## config.mk

```make
export PLATFORM = sky130hd
export DESIGN_NAME = uhf_queue
export DESIGN_NICKNAME = d
export VERILOG_FILES = /design/src/rtl/core/uhf_queue.sv
export SDC_FILE = /design/constraint.sdc
export NUM_CORES = 1
export LEC_CHECK = 0
export ABC_AREA = 1
export ABC_CLOCK_PERIOD_IN_PS = 1800
export BUFFER_PORTS_ARGS = -buffer_cell sky130_fd_sc_hd__buf_2
export CORE_MARGIN = 2
export CORE_UTILIZATION = 49
export DETAILED_ROUTE_END_ITERATION = 6
export PLACE_DENSITY_LB_ADDON = 0.1
export SYNTH_ARGS = -nofsm -noshare
export SYNTH_HDL_FRONTEND = slang
export SYNTH_SLANG_ARGS = --single-unit
```

## constraint.sdc

```tcl
create_clock -name clk -period 1.8 [get_ports clk]
set_input_delay 0 -clock clk [delete_from_list [all_inputs] [get_ports clk]]
set_output_delay 0 -clock clk [all_outputs]
set_load 0.05 [all_outputs]
```

## src/rtl/core/uhf_queue.sv

```systemverilog
// Two-entry queue between the classifier and the bin updater.
module uhf_queue #(
	parameter int unsigned W = 8
) (
	input  logic         clk,
	input  logic         arst_n,
	input  logic         wr_valid,
	output logic         wr_stall,
	input  logic [W-1:0] wr_data,
	output logic         rd_valid,
	input  logic         rd_stall,
	output logic [W-1:0] rd_data
);
	logic [W-1:0] mem_q [2];
	logic wp_q, rp_q;
	logic [1:0] cnt_q;
	logic push, pop;

	assign wr_stall = (cnt_q == 2'd2);
	assign rd_valid = (cnt_q != 2'd0);
	assign push = wr_valid && !wr_stall;
	assign pop  = rd_valid && !rd_stall;
	assign rd_data = mem_q[rp_q];

	always_ff @(posedge clk or negedge arst_n) begin
		if (!arst_n) begin
			wp_q <= 1'b0; rp_q <= 1'b0; cnt_q <= '0;
		end else begin
			if (push) wp_q <= ~wp_q;
			if (pop)  rp_q <= ~rp_q;
			cnt_q <= cnt_q + {1'b0, push} - {1'b0, pop};
		end
	end

	always_ff @(posedge clk) begin
		if (push) mem_q[wp_q] <= wr_data;
	end
endmodule

```

==> qor.csv, run 1 <==
metric,value,unit
vias in the first global route,559,
drt pass-1 iters,4,
Syn-to-layout area delta,31.83,%
status,finished clean,
Switch Pwr,0.9164,mW
Final Setup Violations,0,
Post-synth EDFFs,16,
nets@finish,127,
CP max stage cell,dfrtp_1,
CTS Sinks,20,
Final Max Slew Viols,0,
gr ovfl total,0,
register area share after synthesis,69.67,%
Crit path required time,1.80,ns
via count,599,
"count leader, synth",nand2_1,
GRT busiest layer,met2,
post-synth top area cell,edfxtp_1,
# diodes,0,
Setup Crit Path Kind,reg2out,
GR Util met1,15.78,%
Pint,0.9657,mW
insertion delay to the later sink of the worst-skew pair,0.28,ns
"Max FO, Critical Path",10,
post-synth top area share,57.66,%
Worst-path clk slew,0.10,ns
"Top FF cell, synth",edfxtp_1,
Hold Crit Class,in2async,
io pins,22,
power share of the clock group,10.8,%
Logic pwr share,51.0,%
dpl hpwl,899,um
Avg WL per Cell,10.08,um
CTS max path bufs,2,
Mapped Cells,75,
Slew Limit Headroom,74.36,%
sequential power share,38.2,%
slew at the pin closest to its max-slew limit,0.3846,ns
Antenna Violating Nets Remaining,0,
global-route wire length before repair,2118,um
fraction of layout cells with a size suffix above 1,29.46,%
Fillers,111,
largest net degree at the start of global routing,12,
die extent in y,45.24,um
Max-Cap Viols,0,
CTS tree,yes,
CP Data Arrival Time,1.39,ns
met2 global-route usage,27.14,%
# rows,14,
Critical Path Sink Type,primary output,
Mapped Area,833.3,um2
Synth Register Bits,20,
CTS root buf,clkbuf_4,
worst path cell trace,inv_4 > nand2_1 > nand2_1 > buf_2,
Final Hold Fails,0,
setup TNS,0,ns
Finished Layout Cells,128,
DRC,0,
"Distinct cells, synth",12,
drt total wl,1290,um
fmax,719.1,MHz
total track usage,14.84,%
Post-Syn Nets,89,
RSZ-0062 raised after global routing,false,
syn avg cell area,11.11,um2
die width,45.24,um
core area,0.001559,mm2
PwrDens,1713,mW/mm2
warnings from Yosys,0,
Net Sw Frac,48.69,%
"most used cell, CP",nand2_1,
"Async S/R FF share, synth",20.00,%
Period minus WS final,1.391,ns
met3 usage,3.600,%
GP Congestion,0.8043,
initial antenna violation count,0,
drt via density,4.680,
DRT iter0 DRCs,13,
"top cells by area, synth","edfxtp_1 58%, nand2_1 15%, dfrtp_1 12%, inv_1 3.6%, ha_1 3.0%",
"top cells by count, synth","33 x nand2_1, 16 x edfxtp_1, 8 x inv_1, 4 x dfrtp_1",
Layout Skew,0.001531,ns
CP max stage delay,0.53,ns
Buffers on Ports,21,
Die Area,0.002047,mm2
Final period util,77.25,%
fin util,70.47,%
Resized cells post-CTS,0,
number of H-tree levels,1,
Inst Count DP,113,
worst-case vdd ir drop,1.131,mV
CTS buffer count,3,
starting density of the core,53.45,%
static leakage,0.5465,nW
CP Launch Type,flop,
## worst max-delay path: cells and delay by family (launching register included)
kind,cells,cell delay (ns)
DFF,1,0.53
buffers and inverters,2,0.43
and+or+nand+nor,2,0.13
## sequential cells by signal, summed over array words and instances (netlist names)
| signal | count |
|---|---|
| wp_q | 1 |
| rp_q | 1 |
| cnt_q | 2 |
| mem_q | 16 |
## kinds of logic after synthesis
group | share of synthesized area, %
fa+ha+maj | 3.003
buf+inv | 6.607
flops | 69.67
simple gates | 20.72
## power groups by stage
stage | logic (mW) | registers [mW] | clock network, mW
finish | 0.959 | 0.719 | 0.204
global route | 1.05 | 0.734 | 0.229
CTS | 0.968 | 0.721 | 0.216
detailed placement | 0.947 | 0.733 | 0
global placement | 0.932 | 0.730 | 0
floorplan | 0.789 | 0.692 | 0
## metrics by stage
step	setup WS [ns]	area [um2]	power [mW]	hold WS, ns
3_5_place_dp	0.4447	962.2	1.680	-0.1863
4_1_cts	0.3924	1099	1.905	0.02426
2_1_floorplan	0.3928	833.3	1.480	-0.2956
6_report	0.4094	1099	1.882	0.03582
5_1_grt	0.2956	1099	2.008	0.03545
3_3_place_gp	0.4673	962.2	1.662	-0.1875
## final timing paths
| check | start | endpoint | slack, ns | cells past startpoint |
|---|---|---|---|---|
| setup reg to reg | cnt_q[1] | cnt_q[1] | 0.42 | 10 |
| hold / removal | arst_n | wp_q | 0.04 | 2 |
| setup / recovery | rp_q | rd_data[7] | 0.41 | 4 |
| max in group asynchronous | arst_n | rp_q | 1.64 | 2 |
| min in group clk | wr_data[5] | mem_q[1][5] | 0.43 | 2 |
| hold reg to reg | wp_q | wp_q | 0.49 | 2 |
## cells in the final DEF, fill, tap and decap left out, types with 3 or more instances in the layout
master and n:
nand3_1 3, clkbuf_4 3, nand2_1 33, edfxtp_1 16, buf_2 21, dlygate4sd3_1 11, inv_1 8, dfrtp_1 4
nand2_2 3
## metal layers
layer,wire (um),share of wire (%)
met5,0,0
met4,9,0.70
met3,46,3.6
met2,651,50
met1,582,45
## layout make-up
cell class / count / area, um2 / share of cell area, %
Clock buffer: 3 / 22.52 / 2.050
Timing Repair Buffer: 34 / 230.2 / 20.96
Sequential cell: 20 / 580.6 / 52.85
Tap cell: 16 / 20.02 / 1.822
Clock inverter: 1 / 3.754 / 0.3417
Inverter: 11 / 43.79 / 3.986
Multi-Input combinational cell: 43 / 197.7 / 18.00
## what timing repair did
action,4_1_cts,5_1_grt
buffers inserted,0,0
endpoints found under the hold margin,22,0
hold buffers,11,0
Note: power is estimated with default switching activity, not from simulation.
==> run 2, diff against run 1 <==
Settings changed: ABC_AREA 1 to 0, ABC_CLOCK_PERIOD_IN_PS 1800 to 1450, CORE_UTILIZATION 49 to 48.
Clock period 1.8 ns to 1.45 ns, I/O delays scaled along.
==> run 2 against run 1 <==
Effect of this change:
- the run now ends with setup timing left
- cell count decreased by 22%
- combinational power increased by 39%
- via count decreased by 22%
- sequential power increased by 25%
- die area decreased by 3.4%
- register-to-register slack got worse by 0.52 ns
- synthesized area decreased by 5.7%
- clock-buffer cell count unchanged
- synthesized cell count decreased by 43%
- routed wire length increased by 2.2%
- largest power group unchanged
==> qor.csv, run 2 <==
metric,value,unit
Max-Cap Viols,0,
"top cells by area, synth","edfxtp_1 61%, dfrtp_1 13%, mux2_2 11%, xnor2_1 3.3%, ha_1 3.2%",
Period minus WS final,1.551,ns
warnings from Yosys,0,
Die Area,0.001977,mm2
via count,467,
core area,0.001524,mm2
CTS Sinks,20,
"Top FF cell, synth",edfxtp_1,
fraction of layout cells with a size suffix above 1,58.33,%
Crit path required time,1.63,ns
"most used cell, CP",ha_4,
FF-to-FF End,cnt_q[1],
number of H-tree levels,1,
die extent in y,44.46,um
Worst Reg-to-Reg Cells,7,
max reg flops,16,
worst-case vdd ir drop,1.293,mV
io pins,22,
Mapped Cells,43,
PwrDens,2178,mW/mm2
status,"finished, violations left",
dpl hpwl,816.8,um
Final Cell Area,0.001141,mm2
CTS tree,yes,
Slew Limit Headroom,83.11,%
"top cells by count, synth","16 x edfxtp_1, 8 x mux2_2, 4 x dfrtp_1, 3 x xnor2_1",
RSZ-0062 raised after global routing,true,
Synth Register Bits,20,
insertion delay to the later sink of the worst-skew pair,0.29,ns
Mapped Area,785.8,um2
CP max stage cell,dfrtp_1,
Syn-to-layout area delta,45.22,%
DRT iter0 DRCs,4,
Layout Skew,0.004460,ns
post-synth top area cell,edfxtp_1,
Antenna Violating Nets Remaining,0,
fin worst setup slack,-0.1012,ns
# rows,14,
launching point of the worst reg2reg path,cnt_q[1],
nets@finish,99,
CP Launch Type,flop,
"Distinct cells, synth",14,
Post-Syn Nets,57,
Post-synth EDFFs,16,
worst path cell trace,or2_4 > nor2b_4 > ha_4 > inv_2 > ha_4 > xnor2_2 > xnor2_1,
Final Max Slew Viols,0,
post-synth top area share,61.15,%
CTS buffer count,3,
drt pass-1 iters,2,
Final period util,107.0,%
CTS root buf,clkbuf_4,
global-route wire length before repair,2028,um
CP max stage delay,0.41,ns
Avg WL per Cell,13.18,um
most frequent cells in the layout,"20 x buf_2, 16 x edfxtp_1, 9 x dlygate4sd3_1",
DRC,0,
Top Registers,"mem_q: 16 flops, cnt_q: 2 flops",
failing checks,setup timing,
register area share after synthesis,73.89,%
gr ovfl total,0,
Final Setup Violations,1,
Buffers on Ports,21,
Worst-path clk slew,0.10,ns
"Max FO, Critical Path",2,
"Async S/R FF share, synth",20.00,%
fin util,74.88,%
fmax,644.7,MHz
total track usage,15.79,%
die width,44.46,um
dpl cell area,973.4,um2
Final Hold Fails,0,
"most common cell after layout, fill and taps aside",buf_2,
Hold Worst Slack,0.03262,ns
syn avg cell area,18.27,um2
"count leader, synth",edfxtp_1,
largest net degree at the start of global routing,12,
vias in the first global route,463,
static leakage,0.4788,nW
GP Congestion,0.7004,
initial antenna violation count,0,
Fillers,106,
Worst path top cell family by delay,flip-flops,
drt via density,4.670,
Hold Crit Class,in2async,
Biggest register,mem_q,
drt total wl,1318,um
CP Data Arrival Time,1.74,ns
Critical Path Sink Type,flop,
WP buf/inv,1,
reg2reg setup slack,-0.10,ns
slew at the pin closest to its max-slew limit,0.2551,ns
# diodes,0,
CTS max path bufs,2,
Setup Crit Path Kind,reg2reg,
starting density of the core,51.56,%
## run 2: changes by cell type after synthesis, sizes merged
cell and delta:
nand2 -36, mux2 +8, xnor2 +3, nand2b +1
nor2b +1, nand3 -3, inv -9, and3 +1
xor2 +1, or2 +1
## run 2: area by class of cell
type	instances	area, um2	share of cell area [%]
inverter	2	7.507	0.6579
sequential	20	581.8	50.99
tap	16	20.02	1.754
timing repair buffer	38	270.3	23.68
clock inverter	1	3.754	0.3289
multi-input combinational	20	235.2	20.61
clock buffer	3	22.52	1.974
## run 2: kinds of logic after synthesis
| family | synth area share [%] |
|---|---|
| xor gates and xnor gates | 4.459 |
| and+or+nand+nor | 5.414 |
| muxes | 11.47 |
| adders and majority gates | 3.184 |
| DFF | 73.89 |
| buffers and inverters | 1.592 |
## run 2: how the worst max path moves through the flow
stage,startpoint,to,depth (start not counted)
final,cnt_q[1],cnt_q[1],7
after global routing,cnt_q[1],cnt_q[1],7
after CTS,cnt_q[1],cnt_q[1],7
after detailed placement,cnt_q[0],cnt_q[1],7
after global placement,cnt_q[1],cnt_q[1],7
after floorplan,cnt_q[0],cnt_q[1],7
## run 2: repair_timing
item	in CTS	in global routing
pin swaps	0	2
buffers inserted	0	1
hold endpoints to repair	20	0
resized for setup	6	2
hold buffers	9	0
endpoints found under the setup margin	10	10
## run 2: stage by stage
step	std cells	power, mW	setup slack [ns]	TNS, ns
2_1_floorplan	43	1.752	-0.2247	-0.3157
3_3_place_gp	86	2.077	-0.1066	-0.1066
3_5_place_dp	86	2.097	-0.1496	-0.1521
4_1_cts	99	2.459	-0.1191	-0.1191
5_1_grt	100	2.625	-0.1558	-0.1558
6_report	100	2.486	-0.1012	-0.1012
## run 2: power by group
part	switching (mW)	total (mW)	internal, mW
logic	0.771	1.33	0.558
clock network	0.154	0.254	0.100
registers	0.0968	0.902	0.805
total	1.02	2.49	1.46
## run 2: routing by layer
| layer | vias to the layer above | track usage (%) | routed length (um) |
|---|---|---|---|
| li1 | 236 | - | - |
| met1 | 220 | 19.24 | 587 |
| met2 | 11 | 24.64 | 685 |
| met3 | 0 | 6.122 | 45 |
| met4 | 0 | 7.273 | 0 |
| met5 | - | 0 | 0 |
